**config.mk**
```make
export PLATFORM = sky130hd
export DESIGN_NAME = szc_back
export DESIGN_NICKNAME = d
export VERILOG_FILES = /design/src/hdl/szc_pkg.sv /design/src/hdl/szc_back.sv
export SDC_FILE = /design/constraint.sdc
export NUM_CORES = 1
export LEC_CHECK = 0
export BUFFER_PORTS_ARGS = -buffer_cell sky130_fd_sc_hd__buf_4
export CAP_MARGIN = 20
export CORE_MARGIN = 2
export CORE_UTILIZATION = 30
export CTS_BUF_LIST = sky130_fd_sc_hd__clkbuf_2
export DETAILED_ROUTE_END_ITERATION = 16
export PLACE_DENSITY_LB_ADDON = 0.15
export SYNTH_ARGS = -nofsm -noshare
export SYNTH_HDL_FRONTEND = slang
export SYNTH_SLANG_ARGS = --single-unit
```
**constraint.sdc**
```tcl
create_clock -name clock -period 6.4 [get_ports clock]
set_input_delay 0.32 -clock clock [delete_from_list [all_inputs] [get_ports clock]]
set_output_delay 0.32 -clock clock [all_outputs]
set_load 0.01 [all_outputs]
```
**src/hdl/szc_pkg.sv**
```systemverilog
`default_nettype none

package szc_pkg;

   // Configuration register layout.
   localparam int CSR_BITS       = 11;
   localparam int CSR_INDEX_BITS = 2;
   localparam logic [CSR_INDEX_BITS-1:0] CSR_SLICE_WIDTH  = 2'd0;
   localparam logic [CSR_INDEX_BITS-1:0] CSR_SLICE_HEIGHT = 2'd1;
   localparam logic [CSR_INDEX_BITS-1:0] CSR_TRANSPOSE_XY = 2'd2;

   // Register reset values and the smallest usable slice dimension.
   localparam logic [CSR_BITS-1:0] RESET_SLICE_WIDTH  = 11'd64;
   localparam logic [CSR_BITS-1:0] RESET_SLICE_HEIGHT = 11'd64;
   localparam int MIN_DIM = 2;

   // Row counter width follows the height register.
   localparam int ROW_BITS = CSR_BITS;

   // Output coordinate width.
   localparam int COORD_BITS = 18;

   // Request queue between the front and the back end.
   localparam int QUEUE_DEPTH = 4;
   localparam int LEVEL_BITS  = $clog2(QUEUE_DEPTH + 1);

   // Back end sequencer states.
   typedef enum logic [1:0] {
      BK_IDLE,
      BK_DIVIDE,
      BK_EMIT
   } back_state_type;

endpackage

`default_nettype wire

```
**src/hdl/szc_back.sv**
```systemverilog
`default_nettype none

module szc_back #(
   parameter int MAX_WIDTH   = 1024,
   parameter int SAMPLE_BITS = 16,
   parameter int FRAC_BITS   = 8,
   parameter int JOB_BITS    = 2 + 3 * 16 + 10 + 11
) (
   input  wire logic                               clock,
   input  wire logic                               reset,
   input  wire logic                               job_valid,
   input  wire logic [JOB_BITS-1:0]                job_data,
   output logic                                    job_pop,
   input  wire logic                               cfg_transpose,
   output logic                                    empty,
   input  wire logic                               pop,
   output logic [szc_pkg::COORD_BITS-1:0]          rsp_point_x,
   output logic [szc_pkg::COORD_BITS-1:0]          rsp_point_y,
   output logic                                    rsp_last_of_run
);

   localparam int COL_BITS  = (MAX_WIDTH > 2) ? $clog2(MAX_WIDTH) : 1;
   localparam int ROW_BITS  = szc_pkg::ROW_BITS;
   localparam int DEN_BITS  = SAMPLE_BITS + 1;
   localparam int STEP_BITS = $clog2(FRAC_BITS);
   localparam int WIDE_BITS = szc_pkg::COORD_BITS + COL_BITS + ROW_BITS + FRAC_BITS;
   localparam int CB        = szc_pkg::COORD_BITS;

   // Unpacked view of the queue head.
   logic                   hd_h, hd_v;
   logic [SAMPLE_BITS-1:0] hd_left, hd_up, hd_cur;
   logic [COL_BITS-1:0]    hd_col;
   logic [ROW_BITS-1:0]    hd_row;

   assign {hd_h, hd_v, hd_left, hd_up, hd_cur, hd_col, hd_row} = job_data;

   szc_pkg::back_state_type state_ff, state_in;

   logic                   v_pending_ff, v_pending_in;
   logic                   phase_v_ff, phase_v_in;
   logic                   take_job, load_div, emit;
   logic [SAMPLE_BITS-1:0] up_ff, cur_ff;
   logic [COL_BITS-1:0]    col_ff;
   logic [ROW_BITS-1:0]    row_ff;
   logic [DEN_BITS-1:0]    rem_ff, rem_in, den_ff, den_in;
   logic [FRAC_BITS-1:0]   quo_ff;
   logic [STEP_BITS-1:0]   step_ff, step_in;
   logic [DEN_BITS:0]      rem_shift;
   logic                   rem_ge;
   logic [SAMPLE_BITS-1:0] ld_num, ld_cur;

   logic                   out_valid_ff, out_valid_in;
   logic [CB-1:0]          out_x_ff, out_y_ff;
   logic                   out_last_ff;
   logic [WIDE_BITS-1:0]   x_int, y_int, x_wide, y_wide;
   logic [CB-1:0]          pt_x, pt_y;

   assign empty           = !out_valid_ff;
   assign rsp_point_x     = out_x_ff;
   assign rsp_point_y     = out_y_ff;
   assign rsp_last_of_run = out_last_ff;

   // One restoring division step: quotient bit from the doubled remainder.
   assign rem_shift = {rem_ff, 1'b0};
   assign rem_ge    = rem_shift >= {1'b0, den_ff};

   // Sequencer: load a division, iterate it, then hand the point to the output.
   always_comb begin
      state_in     = state_ff;
      v_pending_in = v_pending_ff;
      phase_v_in   = phase_v_ff;
      step_in      = step_ff;
      take_job     = 1'b0;
      load_div     = 1'b0;
      emit         = 1'b0;
      ld_num       = phase_v_ff ? up_ff : '0;
      ld_cur       = cur_ff;
      unique case (state_ff)
         szc_pkg::BK_IDLE: begin
            ld_num = hd_h ? hd_left : hd_up;
            ld_cur = hd_cur;
            if (job_valid) begin
               take_job     = 1'b1;
               load_div     = 1'b1;
               v_pending_in = hd_v;
               phase_v_in   = !hd_h;
               step_in      = '0;
               state_in     = szc_pkg::BK_DIVIDE;
            end
         end
         szc_pkg::BK_DIVIDE: begin
            step_in = step_ff + 1'b1;
            if (step_ff == STEP_BITS'(FRAC_BITS - 1)) begin
               state_in = szc_pkg::BK_EMIT;
            end
         end
         szc_pkg::BK_EMIT: begin
            ld_num = up_ff;
            if (!out_valid_ff || pop) begin
               emit = 1'b1;
               if (!phase_v_ff && v_pending_ff) begin
                  load_div   = 1'b1;
                  phase_v_in = 1'b1;
                  step_in    = '0;
                  state_in   = szc_pkg::BK_DIVIDE;
               end else begin
                  state_in = szc_pkg::BK_IDLE;
               end
            end
         end
         default: begin
            state_in = szc_pkg::BK_IDLE;
         end
      endcase
   end

   assign job_pop = take_job;

   // Divider operands: the numerator is always below the denominator.
   always_comb begin
      if (load_div) begin
         rem_in = DEN_BITS'(ld_num);
         den_in = DEN_BITS'(ld_num) + DEN_BITS'(ld_cur);
      end else begin
         rem_in = rem_ge ? DEN_BITS'(rem_shift - {1'b0, den_ff}) : rem_shift[DEN_BITS-1:0];
         den_in = den_ff;
      end
   end

   always_ff @(posedge clock) begin
      if (reset) begin
         state_ff     <= szc_pkg::BK_IDLE;
         out_valid_ff <= 1'b0;
      end else begin
         state_ff     <= state_in;
         out_valid_ff <= out_valid_in;
      end
   end

   always_ff @(posedge clock) begin
      v_pending_ff <= v_pending_in;
      phase_v_ff   <= phase_v_in;
      step_ff      <= step_in;
      rem_ff       <= rem_in;
      den_ff       <= den_in;
      if (state_ff == szc_pkg::BK_DIVIDE) begin
         quo_ff <= {quo_ff[FRAC_BITS-2:0], rem_ge};
      end
      if (take_job) begin
         up_ff  <= hd_up;
         cur_ff <= hd_cur;
         col_ff <= hd_col;
         row_ff <= hd_row;
      end
   end

   // Point coordinates: the neighbor's index plus the fraction on the crossing axis.
   always_comb begin
      if (phase_v_ff) begin
         x_int  = WIDE_BITS'(col_ff);
         y_int  = WIDE_BITS'(row_ff) - 1'b1;
         x_wide = x_int << FRAC_BITS;
         y_wide = (y_int << FRAC_BITS) + WIDE_BITS'(quo_ff);
      end else begin
         x_int  = WIDE_BITS'(col_ff) - 1'b1;
         y_int  = WIDE_BITS'(row_ff);
         x_wide = (x_int << FRAC_BITS) + WIDE_BITS'(quo_ff);
         y_wide = y_int << FRAC_BITS;
      end
      pt_x = cfg_transpose ? y_wide[CB-1:0] : x_wide[CB-1:0];
      pt_y = cfg_transpose ? x_wide[CB-1:0] : y_wide[CB-1:0];
   end

   // Output register: one finished point waits here while the next divides.
   assign out_valid_in = emit || (out_valid_ff && !pop);

   always_ff @(posedge clock) begin
      if (emit) begin
         out_x_ff    <= pt_x;
         out_y_ff    <= pt_y;
         out_last_ff <= phase_v_ff || !v_pending_ff;
      end
   end

endmodule

`default_nettype wire

```
* After elaboration in Yosys (flattened, before gate mapping)
Index checks and enable logic that the tools add are counted.
Word-level totals: bits of input ports 76, bits in registers 139, output and inout bits 39
Operators by class: equality and inequality tests 7, order comparisons 1, reductions and logical operators 17, mux-type cells 30, $add $sub $neg 7
Operator list (count):
- $mux 18 | 4
- $mux 16 | 4
- $add 18x9->18 | 2
- $pmux 16 s2 | 1
- $sub 10x1->10 const B | 2
- $ge 18x17->1 | 1
- $add 16x16->17 | 1
- $mux 17 | 1
- $sub 17x17->17 | 1
- $mux 1 | 10
- $mux 3 | 3
- $pmux 3 s3 | 1
- $ne 2x2->1 const B | 4
- $reduce_and 4->1 | 2
- $mux 2 | 3
- $pmux 2 s3 | 1
- $logic_not 1->1 | 5
- $pmux 1 s2 | 2
- $add 3x1->3 const B | 1
- $eq 3x3->1 const B | 1
- $logic_or 1x1->1 | 3
- $reduce_and 3->1 | 1
- $reduce_bool 3->1 | 1
- $eq 2x1->1 const B | 1
- other kinds (5) | 6

* Longest topological paths before layout
depth in word-level cells 6, depth in mapped cells 17

* Least setup slack after synthesis
Ideal clock, no wire load.
path type reg2reg, start register state_ff[0], end register rem_ff[1], data arrival time 3.899 ns, data required time 6.309 ns, setup slack 2.410 ns, buffers on the path 3, cell stages (with the launch flop) 10, period minus slack after synthesis 3.990 ns, cell sequence dfxtp_1 buf_2 nor2_1 clkbuf_1 and2_1 a21oi_1 inv_1 clkbuf_1 nor3_1 a311oi_1
On the way: word-level cells in the longest chain between the ends 3, elaborated cells on any way between the ends 5, those cells by class eq/ne (1); mux (3); reduce/logical (1)
RTL lines:
- from (decl) | line szc_back.sv:37 | szc_pkg::back_state_type state_ff, state_in;
- from (signal assigned) | line szc_back.sv:132 | state_ff <= szc_pkg::BK_IDLE;
- from (signal assigned) | line szc_back.sv:135 | state_ff <= state_in;
- $eq 2x2->1 / $logic_not 2->1 (equally long branches) | line szc_back.sv:78 | unique case (state_ff)
- $pmux 1 s2 (*) | line szc_back.sv:78
- named net load_div | line szc_back.sv:41 | logic take_job, load_div, emit;
- $mux 16 (*) | line szc_back.sv:121 | if (load_div) begin
- named net rem_in[1] | line szc_back.sv:45 | logic [DEN_BITS-1:0] rem_ff, rem_in, den_ff, den_in;
- to (signal assigned) | line szc_back.sv:144 | rem_ff <= rem_in;
- to (decl) | line szc_back.sv:45
Mark *: on every way through the listed nets, which the timed path passes. The rest lies on a longest branch. A chain may end at the register's enable or synchronous reset.

* Worst setup path in the final report
start register state_ff[0], end register den_ff[16] (data pin)
On the way: word-level cells in the longest chain between the ends 3, elaborated cells on any way between the ends 5, those cells by class add/sub (1); eq/ne (1); mux (2); reduce/logical (1)
RTL lines:
- $eq 2x2->1 / $logic_not 2->1 (equally long branches) | line szc_back.sv:78
- $pmux 16 s2 / $mux 16 (equally long branches) | line szc_back.sv:78
- $add 16x16->17 (*) | line szc_back.sv:123 | den_in = DEN_BITS'(ld_num) + DEN_BITS'(ld_cur);
- to (signal assigned) | line szc_back.sv:145 | den_ff <= den_in;
- to (decl) | line szc_back.sv:45
Mark *: on every way between the ends. The rest lies on a longest branch, timed or not.

==> impl_results.md <==
* Placeable Area at between 0.02 and 0.025 sq mm
* Clock Tree Root: clkbuf_2
* Unrepaired setup endpoints after global routing: false
* GRT Total Usage at 0.141
* Reg2reg end: den_ff[16]
* Final setup vio count at 0
* TNS Setup at 0 ns
* Simple-Gate Fraction of Synth Area at 0.139
* Most crowded layer after global routing: met2
* Total vias in the final route at roughly 5,500
* Critical path type: flop to flop
* Sequential area share after synthesis at 0.541
* Largest net degree at the start of global routing at 55
* Number of global-route vias before repair at ~5,700
* Synth Area in XOR/XNOR at 0.0525
* Clock Tree Buf Depth at 2
* Top cells by area, synth: edfxtp_1, ha_1, dfxtp_1
* Total global routing overflow at 0
* Post-Synthesis Cells at 656
* Yosys warnings at 0
* Required time worst endpoint at ~6.9 ns
* LEAKAGE at 3.81 nW
* Met2 Resource Use GR at 0.251
* Reg clk slew, reported paths at roughly 0.24 ns
* Largest family of logic cells by synthesized area: simple AND/OR/NAND/NOR gates
* Clk sink count at 139
* CTS tree: built
* Worst reg2reg path depth at 13
* Share of cells above drive strength 1 at 0.195
* Drt wl/cell at approximately 15 um
* # Post-CTS Setup Buffers at 0
* Starting DRT DRC Count at 281
* #FFs+latches synth at approximately 140
* Hold EP: rsp_point_x[12]
* Hold crit path type: input pin to flop
* R2R setup slack at 1.91 ns
* Synth Area in Adders at 0.0651
* Fin. Hold Viols at 0
* Crit path DAT at roughly 5 ns
* Final period utilization at 0.702
* Die Width at 160 um
* Max rail drop VDD at roughly 150 uV
* Compound-gate portion of the synthesized area at 0.109
* Synth async-reset ratio at 0
* HP Start: cfg_transpose
* PwrDens at roughly 300 mW/mm^2
* Fin. max-slew vios at 0
* Leading cell types in the layout, fill and taps excluded: edfxtp_1, buf_4, nand2_1
* Primary FF master, synth: edfxtp_1
* Nets at roughly 940
* Post-Syn Nets at 769
* Worst setup SP type: flop
* Io pins at 115
* Most common cell after layout, fill and taps aside: edfxtp_1
* Skew-Pair Late Insertion Delay at 0.72 ns
* M3 GR Usage at 0.0282
* Placed cell area at ~0.0086 sq mm
* Area growth, synth to finish at 27.6%
* Initial Util at 0.304
* Vias per inst at between 4 and 5
* Drt total wl at about 18 mm
* Worst reg2reg path startpoint: state_ff[0]
* Area leader, netlist: edfxtp_1
* H-tree Lvls at 4
* DRC violations left at 0
* DP Wirelength at between 10 and 15 mm
* Mapped Avg Cell Area at around 11 sq um
* Number of synthesized flops with an enable pin at ~120
* Status: completed
* ANT nets after route at 0
* CTS Buf Count at 17
* Post_cts resized at 0
* First-pass GRT wire length at around 29 mm
* Final Cell Area at 0.00937 sq mm
* Post-synth cell types at slightly above 60
* Worst Hold Depth at 2
* Setup crit end kind: flop
* Gpl congestion at a little under 0.8
* Mux contribution to synthesized area at 0.0625
* Clock Skew at roughly 0.035 ns
* Synth top area share at 0.486
* Initial antenna violation count at 1
* Max Freq at approximately 0.22 GHz
* Min Tclk post-route at 4.49 ns
* Fillers at 2,360
* IO Port Bufs at 113
* Die Ht at roughly 160 um
* Site row count at between 50 and 60
* Max Cap Viol at 0
* Maximum fanout along the worst path at 30
* DRT Pass-1 Iters at 5
* Slew of the pin with the lowest slew margin at 1.04 ns
* Netlist Area Pre-Place at around 0.0073 sq mm
* Die area at between 0.02 and 0.03 sq mm
* Rel. slew slack at 0.309
* Met1 Use GR at 0.170
[Yosys cell counts, types with 2 or more instances]
library cell and count:
o2111ai_1 2, a21o_1 9, nand4_1 4, a31oi_1 6
buf_1 2, mux4_2 2, o22ai_1 2, a311oi_1 5
dfxtp_1 20, or3_1 6, nor3_1 20, o31ai_1 3
a211o_1 2, inv_1 37, buf_2 2, nor4_1 5
nand2_1 76, clkbuf_1 17, nand3_1 9, mux2_2 4
a221oi_1 2, mux2i_1 34, nand3b_1 2, and2_1 20
and3_1 6, a21oi_1 32, o21a_1 3, o21ai_0 30
nor2b_1 11, xor2_1 20, edfxtp_1 119, ha_1 35
a211oi_1 5, nor2_1 41, fa_1 2, a21boi_0 2
nand2b_1 11, xnor2_1 24, a22oi_1 2
[layout make-up]
| type | instances | area (sq um) | share of cell area |
|---|---|---|---|
| Clock buffer | 18 | 90.1 | 0.00961 |
| Antenna cell | 1 | 2.50 | 0.000267 |
| Clock inverter | 14 | 133 | 0.0141 |
| Sequential cell | 139 | 3970 | 0.424 |
| Timing Repair Buffer | 176 | 1480 | 0.158 |
| Multi-Input combinational cell | 458 | 3150 | 0.336 |
| Inverter | 37 | 139 | 0.0148 |
| Tap cell | 324 | 405 | 0.0432 |
[power by group]
group / internal (W) / switching (W)
clock network: 0.000150 / 0.000365
logic: 0.000508 / 0.000628
registers: 0.00113 / 0.0000599
[flip-flops by register name, indices dropped and copies added, names as in the netlist, 8 cells and up]
| register | count |
|---|---|
| col_ff | 10 |
| cur_ff | 16 |
| den_ff | 17 |
| quo_ff | 8 |
| rem_ff | 17 |
| row_ff | 10 |
| rsp_point_x | 18 |
| rsp_point_y | 18 |
| up_ff | 16 |
[critical path, stage by stage, from the launching register on]
cell	delay [ns]
dfxtp_1	0.54
or2_1	0.84
o21ai_0	0.31
ha_1	0.30
inv_1	0.07
fa_1	0.20
nor2b_1	0.06
o21a_1	0.18
a311o_1	0.40
a2111o_1	0.42
a41o_1	0.26
a21o_1	0.22
a311oi_2	0.33
a21oi_1	0.12
[kinds of logic after synthesis]
group	Yosys count
xor+xnor	44
flops	139
mux	42
compound gates	120
buf+inv	59
fa+ha+maj	37
simple gates	215
[metal layers]
layer,up-vias,share of wire,wire length [um]
met5,-,0,0
met4,0,0.028,499
met3,24,0.037,665
met2,129,0.49,8850
met1,2627,0.44,7870
li1,2735,-,-
[worst max-delay path by stage]
stage	startpoint	end
2_1_floorplan	state_ff[0]	rem_ff[1]
3_3_place_gp	state_ff[0]	den_ff[16]
5_1_grt	state_ff[0]	den_ff[16]
4_1_cts	state_ff[0]	den_ff[16]
3_5_place_dp	state_ff[0]	den_ff[16]
6_report	state_ff[0]	den_ff[16]
[through the flow]
stage	worst slack (ns)	util	instances	total power (W)	hold slack, ns
after floorplan	2.41	-	656	0.00204	0.389
after global routing	1.59	0.388	1167	0.00305	0.0710
final	1.91	0.388	1167	0.00284	0.130
after CTS	1.87	0.387	1165	0.00286	0.0756
after global placement	1.92	0.354	1076	0.00229	0.452
after detailed placement	1.88	0.354	1076	0.00231	0.446
[repair_timing]
item	CTS	global route
hold endpoints to repair	58	0
hold buffers	57	0
endpoints found under the setup margin	0	0
Note: power is estimated with default switching activity, not from simulation.
