==> src/hdl/szc_queue.sv <==
`default_nettype none

module szc_queue #(
   parameter int WIDTH = 8,
   parameter int DEPTH = 4
) (
   input  wire logic                         clock,
   input  wire logic                         reset,
   input  wire logic                         push,
   input  wire logic [WIDTH-1:0]             push_data,
   input  wire logic                         pop,
   output logic      [WIDTH-1:0]             pop_data,
   output logic                              empty,
   output logic      [$clog2(DEPTH+1)-1:0]   level
);

   localparam int PTR_BITS = (DEPTH > 1) ? $clog2(DEPTH) : 1;
   localparam int LVL_BITS = $clog2(DEPTH + 1);

   logic [WIDTH-1:0]    slots_ff [DEPTH];
   logic [PTR_BITS-1:0] wr_ptr_ff, wr_ptr_in;
   logic [PTR_BITS-1:0] rd_ptr_ff, rd_ptr_in;
   logic [LVL_BITS-1:0] level_ff, level_in;
   logic                do_pop;

   assign empty    = (level_ff == '0);
   assign level    = level_ff;
   assign pop_data = slots_ff[rd_ptr_ff];
   assign do_pop   = pop && !empty;

   // Pointer and fill level update.
   always_comb begin
      wr_ptr_in = wr_ptr_ff;
      rd_ptr_in = rd_ptr_ff;
      level_in  = level_ff;
      if (push) begin
         wr_ptr_in = (wr_ptr_ff == PTR_BITS'(DEPTH - 1)) ? '0 : wr_ptr_ff + 1'b1;
      end
      if (do_pop) begin
         rd_ptr_in = (rd_ptr_ff == PTR_BITS'(DEPTH - 1)) ? '0 : rd_ptr_ff + 1'b1;
      end
      if (push && !do_pop) begin
         level_in = level_ff + 1'b1;
      end else if (!push && do_pop) begin
         level_in = level_ff - 1'b1;
      end
   end

   always_ff @(posedge clock) begin
      if (reset) begin
         wr_ptr_ff <= '0;
         rd_ptr_ff <= '0;
         level_ff  <= '0;
      end else begin
         wr_ptr_ff <= wr_ptr_in;
         rd_ptr_ff <= rd_ptr_in;
         level_ff  <= level_in;
      end
   end

   // Storage slots; the front only pushes when there is room.
   always_ff @(posedge clock) begin
      if (push) begin
         slots_ff[wr_ptr_ff] <= push_data;
      end
   end

endmodule

`default_nettype wire

==> config.mk <==
export PLATFORM = sky130hd
export DESIGN_NAME = szc_queue
export DESIGN_NICKNAME = d
export VERILOG_FILES = /design/src/hdl/szc_queue.sv
export SDC_FILE = /design/constraint.sdc
export NUM_CORES = 1
export LEC_CHECK = 0
export ABC_AREA = 1
export ABC_CLOCK_PERIOD_IN_PS = 2080
export BUFFER_PORTS_ARGS = -buffer_cell sky130_fd_sc_hd__buf_2
export CORE_ASPECT_RATIO = 1.4
export CORE_MARGIN = 4
export CORE_UTILIZATION = 47
export CTS_CLUSTER_DIAMETER = 50
export DETAILED_ROUTE_END_ITERATION = 12
export PLACE_DENSITY = 0.76
export SYNTH_ARGS = -nofsm -noshare
export SYNTH_HDL_FRONTEND = slang
export SYNTH_SLANG_ARGS = --single-unit
==> constraint.sdc <==
create_clock -name clock -period 2.08 [get_ports clock]
set_input_delay 0.208 -clock clock [delete_from_list [all_inputs] [get_ports clock]]
set_output_delay 0.208 -clock clock [all_outputs]
set_load 0.02 [all_outputs]
# Word level (Yosys, flattened, before mapping)
# Memories as Yosys holds them, arrays and structs flattened. A register that Yosys moved wholly into a read port is not among the register bits.
# Cells that the tools add are included.
[classes]
bitwise = 0
n_shift = 0
mul = 0
muxes = 8
n_eq_ne = 2
add_sub_neg = 4
order_cmp = 0
div_mod_pow = 0
reduce_logical = 8
[ops]
columns = ["op", "n"]
rows = [
  ["two-way mux 2 bit", 4],
  ["two-way mux 3 bit", 2],
  ["adder 2 x 1 -> 2 bit (second input constant)", 2],
  ["equality test 2 bit (second input constant)", 2],
  ["adder 3 x 1 -> 3 bit (second input constant)", 1],
  ["logical AND 1 bit", 3],
  ["logical NOT 1 bit", 3],
  ["logical NOT 3 bit", 1],
  ["subtractor 3 x 1 -> 3 bit (second input constant)", 1],
  ["two-way mux 1 bit", 2],
  ["nonzero test 2 bit", 1],
]
[totals]
word_cells = 26
mem_count = 1
regBits = 7
mem_bits_ro = 0
ramBits = 32
latch_bits = 0
out_inout_bits = 12
[memory_table]
columns = ["name", "depth", "word_bits", "read_ports", "rd_clocked_by_memory_dff", "write_ports", "line_no", "source"]
rows = [
  ["slots_ff", 4, 8, 1, 1, 1, "20", "logic [WIDTH-1:0] slots_ff [DEPTH];"],
]

# Longest topological paths before layout
# Gate-level depths: netlist of run 1.
[logic_depth]
word_depth = 6
mapped_depth = 12
depth_no_buf = 12

# Least setup slack after synthesis of run 1
# Ideal clock, no wire load.
[synth_path]
path_type = "flip-flop to flip-flop"
from = "register level_ff[0], in the netlist level[0]"
to = "register level_ff[1], in the netlist level[1]"
path_stages_with_launch = 9
required_ns = 1.964
setup_time_ns = 0.116
setup_slack_ns = 0.360
arrival_time_ns = 1.604
path_buffers = 0
cell_sequence = "dfxtp_1 -> nor2_1 -> nand2_1 -> nand2_1 -> ha_1 -> inv_1 -> fa_1 -> o21ai_0 -> nor2_1"
[synth_via]
elab_chain_cells = 6
elab_cells_between_ends = 11
cone_classes = "add/sub: 2; mux: 2; reduce/logical: 7"
[synth_lines]
columns = ["element", "line_no", "source"]
rows = [
  ["from (decl)", "23", "logic [LVL_BITS-1:0] level_ff, level_in;"],
  ["from (signal assigned)", "57", "level_ff <= level_in;"],
  ["parallel branches: the longest is 5 deep, another holds subtractor 3 x 1 -> 3 bit", "--", ""],
  ["two-way mux 3 bit *", "42", "if (push && !do_pop) begin"],
  ["named net level_in[1]", "23", ""],
]
# Mark *: on every way through the listed nets, which the timed path passes. The select of a mux whose other input is x is not followed.
# A chain may end at the register's enable or synchronous reset.

==> reports/metrics.csv, run 1 <==
stage,metric,value,unit
status,status,"finished, final reports clean",
worst_setup_path,end_kind,primary output,
routing,vias,1102,
clock_network,clockBufferDepth,2,
clock_network,cts-hold-fix-buffers,0,
global_routing,antenna_found_initial,0,
global_routing,grt_pass1_vias,1137,
finish,diodes,0,
clock_network,post_cts_resized,0,
timing,fin_ws,0.245,ns
place,gp_congestion,0.737,
worst_setup_path,rrSetupSlack,0.31,ns
timing,final-hold-violation-count,0,
yosys,synth.top_cell.area_share,0.576,
timing,setup_tns,0,ns
yosys,yosys_warnings,0,
floorplan,start_util,0.490,
finish,nNetsFinal,188,
yosys,synth-seq-cells,41,
finish,final.fill_count,280,
yosys,synth_top_family_by_area,simple AND/OR/NAND/NOR gates,
floorplan,die_w,58.4,µm
clock_network,cts_root_buffer,clkbuf_8,
global_routing,grt_pass1_wl,5120,µm
routing,first_pass_iters,4,
timing,finClkSkew,0.00764,ns
timing,fmax,0.545,GHz
finish,seq_area,0.00114,mm²
worst_setup_path,cp_max_fo,16,
clock_network,cts_buffers,5,
routing,wl_per_cell,14.9,µm
clock_network,h-tree-depth,2,
hold_path,min_path_cells,2,
routing,wirelength,3140,µm
floorplan,rows,25,
place,dpl.hpwl,2270,µm
floorplan,fp.dieH,78.5,µm
power,finalPower,2350,µW
timing,relSlewSlack,0.729,
yosys,synth_fa_ha_area_frac,0.0570,
timing,fin_crit,1.83,ns
routing,ant_nets,0,
routing,drt_drc_violations_left,0,
floorplan,pin_count,24,
worst_setup_path,slowest_delay,0.57,ns
yosys,synth_compound_area_frac,0.0975,
hold_path,holdCritStartpoint,reset,
yosys,synth-simple-area-share,0.105,
power,powerDensity,1230,mW/mm²
yosys,synthTopCellsByArea,"edfxtp_1 (58%), dfxtp_1 (11%), nor2_1 (5.4%), ha_1 (4.5%), o21ai_0 (4.2%)",
worst_setup_path,slowest_stage,dfxtp_1,
global_routing,grt-ovfl-total,0,
power,vdd_drop_max,0.919,mV
worst_setup_path,worstPathRequired,1.87,ns
global_routing,grt_usage,0.155,
finish,area_growth,14.4,%
timing,worst_slew_pin_slew,0.406,ns
routing,detail_route.vias_per_cell,5.25,
worst_setup_path,crit_arrival,1.63,ns
yosys,synth_cell_types,20,
worst_setup_path,crit-reg2reg-launch,level[1]$_SDFFE_PP0P_,
yosys,synth_cells,140,
worst_setup_path,crit_type,register to primary output,
clock_network,clock-sinks,41,
hold_path,hp-class,input port to register,
clock_network,worst_skew_pair.late_latency,0.29,ns
worst_setup_path,r2r_end,level[2]$_SDFFE_PP0P_,
job,maxCapViolations,0,
power,p_leak,0.000788,µW
finish,multiInputGateArea,442,µm²
clock_network,path_clk_slew,0.07,ns
yosys,netlist_area,0.00167,mm²
yosys,ys_seq_area_frac,0.684,
timing,grt_setup_unrepaired,no,
place,dp_slack,0.329,ns
yosys,synthMuxAreaShare,0,
timing,period_share,0.882,
yosys,synth_top_cell_by_area,edfxtp_1,
timing,setup_viol,0,
clock_network,post_cts_buffers,0,
place,portBuffers,23,
floorplan,core,0.00341,mm²
yosys,syn-num-nets,159,
finish,drive_gt1_frac,0.206,
worst_setup_path,path_cells,inv_2 > o21ai_0 > o22ai_1 > buf_2,
worst_setup_path,start_kind,register,
routing,drtIter0Drc,27,
floorplan,die_area,0.00458,mm²
timing,slew_violations,0,
worst_setup_path,worstRegToRegCells,11,
hold_path,worstHoldEndpoint,level[0]$_SDFFE_PP0P_,
yosys,synth_xor_area_frac,0.00525,
clock_network,cts_tree,yes,
global_routing,grt_max_degree,17,
yosys,synth_area_per_cell,11.9,µm²
-- stage by stage --
| step | hold WS, ns | util | instance area (µm²) | cells |
|---|---|---|---|---|
| 3_3_place_gp | 0.402 | 0.534 | 1820 | 202 |
| 6_report | 0.101 | 0.560 | 1910 | 210 |
| 5_1_grt | 0.106 | 0.560 | 1910 | 210 |
| 4_1_cts | 0.0960 | 0.560 | 1910 | 210 |
| 2_1_floorplan | 0.280 | - | 1670 | 140 |
| 3_5_place_dp | 0.406 | 0.534 | 1820 | 202 |
-- worst max path at each step --
stage / cells after the start / from / end
after CTS: 4 / register / pop_data[3]
after detailed placement: 11 / level[1]$_SDFFE_PP0P_ / level[2]$_SDFFE_PP0P_
final: 4 / register / pop_data[3]
after global placement: 8 / level[0]$_SDFFE_PP0P_ / level[1]$_SDFFE_PP0P_
after floorplan: 8 / level[0]$_SDFFE_PP0P_ / level[1]$_SDFFE_PP0P_
after global routing: 4 / register / pop_data[3]
-- cell families (layout without fill, tap and decap cells) --
family	Yosys count	in the layout
AND/OR/NAND/NOR	43	43
flip-flops	41	41
AO/OA/AOI/OAI	29	29
buffers and inverters	19	49
adder cells (fa/ha/maj)	7	7
XOR/XNOR	1	1
-- layout by cell type, fill, tap and decap left out --
| master | instances |
|---|---|
| o21ai_1 | 2 |
| ha_1 | 6 |
| clkbuf_8 | 6 |
| buf_2 | 23 |
| xor2_1 | 1 |
| nand3_1 | 1 |
| nand4_1 | 1 |
| o22ai_1 | 8 |
| clkbuf_1 | 2 |
| nand2_1 | 13 |
| nand3b_1 | 1 |
| nor3_1 | 1 |
| fa_1 | 1 |
| inv_1 | 16 |
| inv_2 | 1 |
| buf_4 | 1 |
| edfxtp_1 | 32 |
| o21ai_2 | 2 |
| dfxtp_1 | 9 |
| nor2_2 | 2 |
| a21oi_1 | 3 |
| nor2_1 | 24 |
| o21ai_0 | 14 |
-- layout make-up --
| class | instances | area share |
|---|---|---|
| clock buffer | 8 | 0.0472 |
| inverter | 17 | 0.0334 |
| multi-input combinational | 80 | 0.231 |
| sequential | 41 | 0.598 |
| tap | 40 | 0.0262 |
| timing repair buffer | 24 | 0.0642 |
-- power breakdown --
| part | switching [µW] | total, µW | leakage, µW | internal (µW) |
|---|---|---|---|---|
| Sequential | 89.5 | 1060 | 0.000369 | 969 |
| Combinational | 511 | 776 | 0.000374 | 265 |
| Clock | 246 | 516 | 0.0000455 | 270 |
-- critical path: cells and delay by family, from the launching register on --
| kind | cells | cell delay [ns] |
|---|---|---|
| flops | 1 | 0.57 |
| buf+inv | 2 | 0.41 |
| compound gates | 2 | 0.36 |
-- synth_stat cells, drive strengths merged --
master / instances
nor3: 1
inv: 17
nand3b: 1
fa: 1
dfxtp: 9
o21ai: 18
edfxtp: 32
ha: 6
nand4: 1
buf: 2
nor2: 26
xor2: 1
nand2: 13
nand3: 1
o22ai: 8
a21oi: 3
-- per-layer routing --
layer | vias to the layer above | routed length, µm | global-route usage
met1 | 537 | 1240 | 0.159
li1 | 539 | - | -
met5 | - | 0 | 0
met2 | 24 | 1710 | 0.268
met3 | 2 | 165 | 0.0576
met4 | 0 | 17 | 0.0742
-- state kept, by name, indices dropped and copies added (netlist names), named ones only --
register	cells
slots_ff	32
level	3
rd_ptr_ff	2
wr_ptr_ff	2
(Power assumes the default switching activity.)
==> run 2, diff against run 1 <==
--- a/config.mk
+++ b/config.mk
@@ -6,14 +6,13 @@
 export NUM_CORES = 1
 export LEC_CHECK = 0
 export ABC_AREA = 1
-export ABC_CLOCK_PERIOD_IN_PS = 2080
+export ABC_CLOCK_PERIOD_IN_PS = 1650
 export BUFFER_PORTS_ARGS = -buffer_cell sky130_fd_sc_hd__buf_2
 export CORE_ASPECT_RATIO = 1.4
 export CORE_MARGIN = 4
 export CORE_UTILIZATION = 47
-export CTS_CLUSTER_DIAMETER = 50
 export DETAILED_ROUTE_END_ITERATION = 12
-export PLACE_DENSITY = 0.76
+export PLACE_DENSITY = 0.78
 export SYNTH_ARGS = -nofsm -noshare
 export SYNTH_HDL_FRONTEND = slang
 export SYNTH_SLANG_ARGS = --single-unit
==> constraint.sdc (replaced) <==
create_clock -name clock -period 1.65 [get_ports clock]
set_input_delay 0.165 -clock clock [delete_from_list [all_inputs] [get_ports clock]]
set_output_delay 0.165 -clock clock [all_outputs]
set_load 0.02 [all_outputs]
==> reports/metrics.csv, run 2 (synthesis gave the netlist of run 1 again) <==
stage,metric,value,unit
global_routing,antenna_found_initial,0,
clock_network,cts_buffers,5,
worst_setup_path,crit_top_cell,nand2_2,
power,p_leak,0.000832,µW
global_routing,grt_pass1_vias,1228,
place,place_area,0.00183,mm²
worst_setup_path,slowest_delay,0.36,ns
timing,finClkSkew,0.00754,ns
worst_setup_path,cp_max_fo,2,
clock_network,clockBufferDepth,2,
global_routing,grt_usage,0.153,
finish,area_growth,20.8,%
routing,vias,1121,
timing,fmax,0.635,GHz
clock_network,clock-sinks,41,
timing,relSlewSlack,0.745,
clock_network,cts_root_buffer,clkbuf_8,
worst_setup_path,end_kind,register,
routing,wl_per_cell,14.8,µm
global_routing,grt-ovfl-total,0,
global_routing,grt_pass1_wl,5170,µm
worst_setup_path,crit_type,register to register,
finish,layout_commonest_cell,edfxtp_1,
finish,regMostFlops,slots_ff,
routing,drt_drc_violations_left,0,
floorplan,die_w,58.4,µm
timing,fin_crit,1.57,ns
global_routing,grt_max_degree,17,
timing,final-hold-violation-count,0,
routing,detail_route.vias_per_cell,5.14,
routing,first_pass_iters,4,
hold_path,hp-class,input port to register,
floorplan,rows,25,
finish,diodes,0,
timing,slew_violations,0,
timing,period_share,0.954,
floorplan,fp.dieH,78.5,µm
routing,wirelength,3220,µm
place,gp_congestion,0.727,
finish,largest_reg_flops,32,
clock_network,path_clk_slew,0.07,ns
worst_setup_path,start_kind,register,
floorplan,pin_count,24,
worst_setup_path,worstPathRequired,1.84,ns
timing,worst_slew_pin_slew,0.383,ns
floorplan,start_util,0.490,
finish,mostFrequentLayoutCells,"edfxtp_1 (32), nor2_1 (23), buf_2 (23)",
power,powerDensity,1610,mW/mm²
timing,setup_tns,0,ns
place,portBuffers,23,
timing,setup_viol,0,
worst_setup_path,slowest_stage,dfxtp_4,
job,maxCapViolations,0,
routing,ant_nets,0,
floorplan,core,0.00341,mm²
power,finalPower,3240,µW
routing,drtIter0Drc,43,
clock_network,worst_skew_pair.late_latency,0.29,ns
status,status,"finished, final reports clean",
clock_network,cts_tree,yes,
finish,fin_area,0.00202,mm²
floorplan,die_area,0.00458,mm²
power,vdd_drop_max,1.30,mV
finish,nNetsFinal,196,
worst_setup_path,path_cells,nor2_4 > nand2_2 > nand2_2 > ha_4 > inv_2 > fa_2 > nand2_2 > nand4_1 > nand2_1 > nor2_1,
finish,drive_gt1_frac,0.326,
place,dpl.hpwl,2090,µm
clock_network,h-tree-depth,2,
worst_setup_path,crit_arrival,1.76,ns
==> run 2: worst max-delay path: cells and delay by family (launching register included) <==
family	cells	cell delay [ns]
flip-flops	1	0.36
buffers and inverters	1	0.05
AND/OR/NAND/NOR	7	0.57
adder cells (fa/ha/maj)	2	0.49
==> run 2: final cells by class <==
type	instances	area [µm²]
Sequential cell	41	1150
Clock buffer	8	90.1
Timing Repair Buffer	32	183
Multi-Input combinational cell	80	479
Inverter	17	63.8
Tap cell	40	50.0
Fill cell	283	1390
==> run 2: power breakdown <==
part,total [µW],switching (µW),internal [µW]
sequential,1330,90.7,1240
combinational,1270,755,511
clock,645,305,341
total,3240,1150,2090
==> run 2: timing repair <==
action | 4_1_cts | 5_1_grt
setup endpoints to repair | 2 | 10
cloned | 0 | 0
setup buffers | 4 | 3
resized for setup | 9 | 8
pin swaps | 2 | 3
endpoints found under the hold margin | 0 | 0
hold buffers | 0 | 0
==> run 2: per-stage QoR <==
step	cells	hold slack [ns]	setup slack [ns]	utilization
floorplan	140	0.230	0.0324	-
global placement	203	0.352	0.0745	0.537
detailed placement	203	0.356	-0.0216	0.537
CTS	215	0.0450	0.00665	0.579
global route	218	0.0579	-0.0105	0.592
finish	218	0.0522	0.0759	0.592
==> run 2: worst paths after layout <==
path                                             endpoint  slack [ns]                       from  cells after the start
worst min-delay path                level[0]$_SDFFE_PP0P_        0.05                      reset                      2
worst min register to register  wr_ptr_ff[1]$_SDFFE_PP0P_        0.55  wr_ptr_ff[1]$_SDFFE_PP0P_                      2
worst max-delay path                level[2]$_SDFFE_PP0P_        0.08      level[1]$_SDFFE_PP0P_                     10
worst max register to register      level[2]$_SDFFE_PP0P_        0.08      level[1]$_SDFFE_PP0P_                     10
==> run 2: metal layers <==
layer  share of wire  GRT usage  vias up
met1            0.36      0.143      533
met3           0.052     0.0510        8
met2            0.57      0.285       25
li1                -          -      555
met4           0.021     0.0742        0
met5               0          0        -
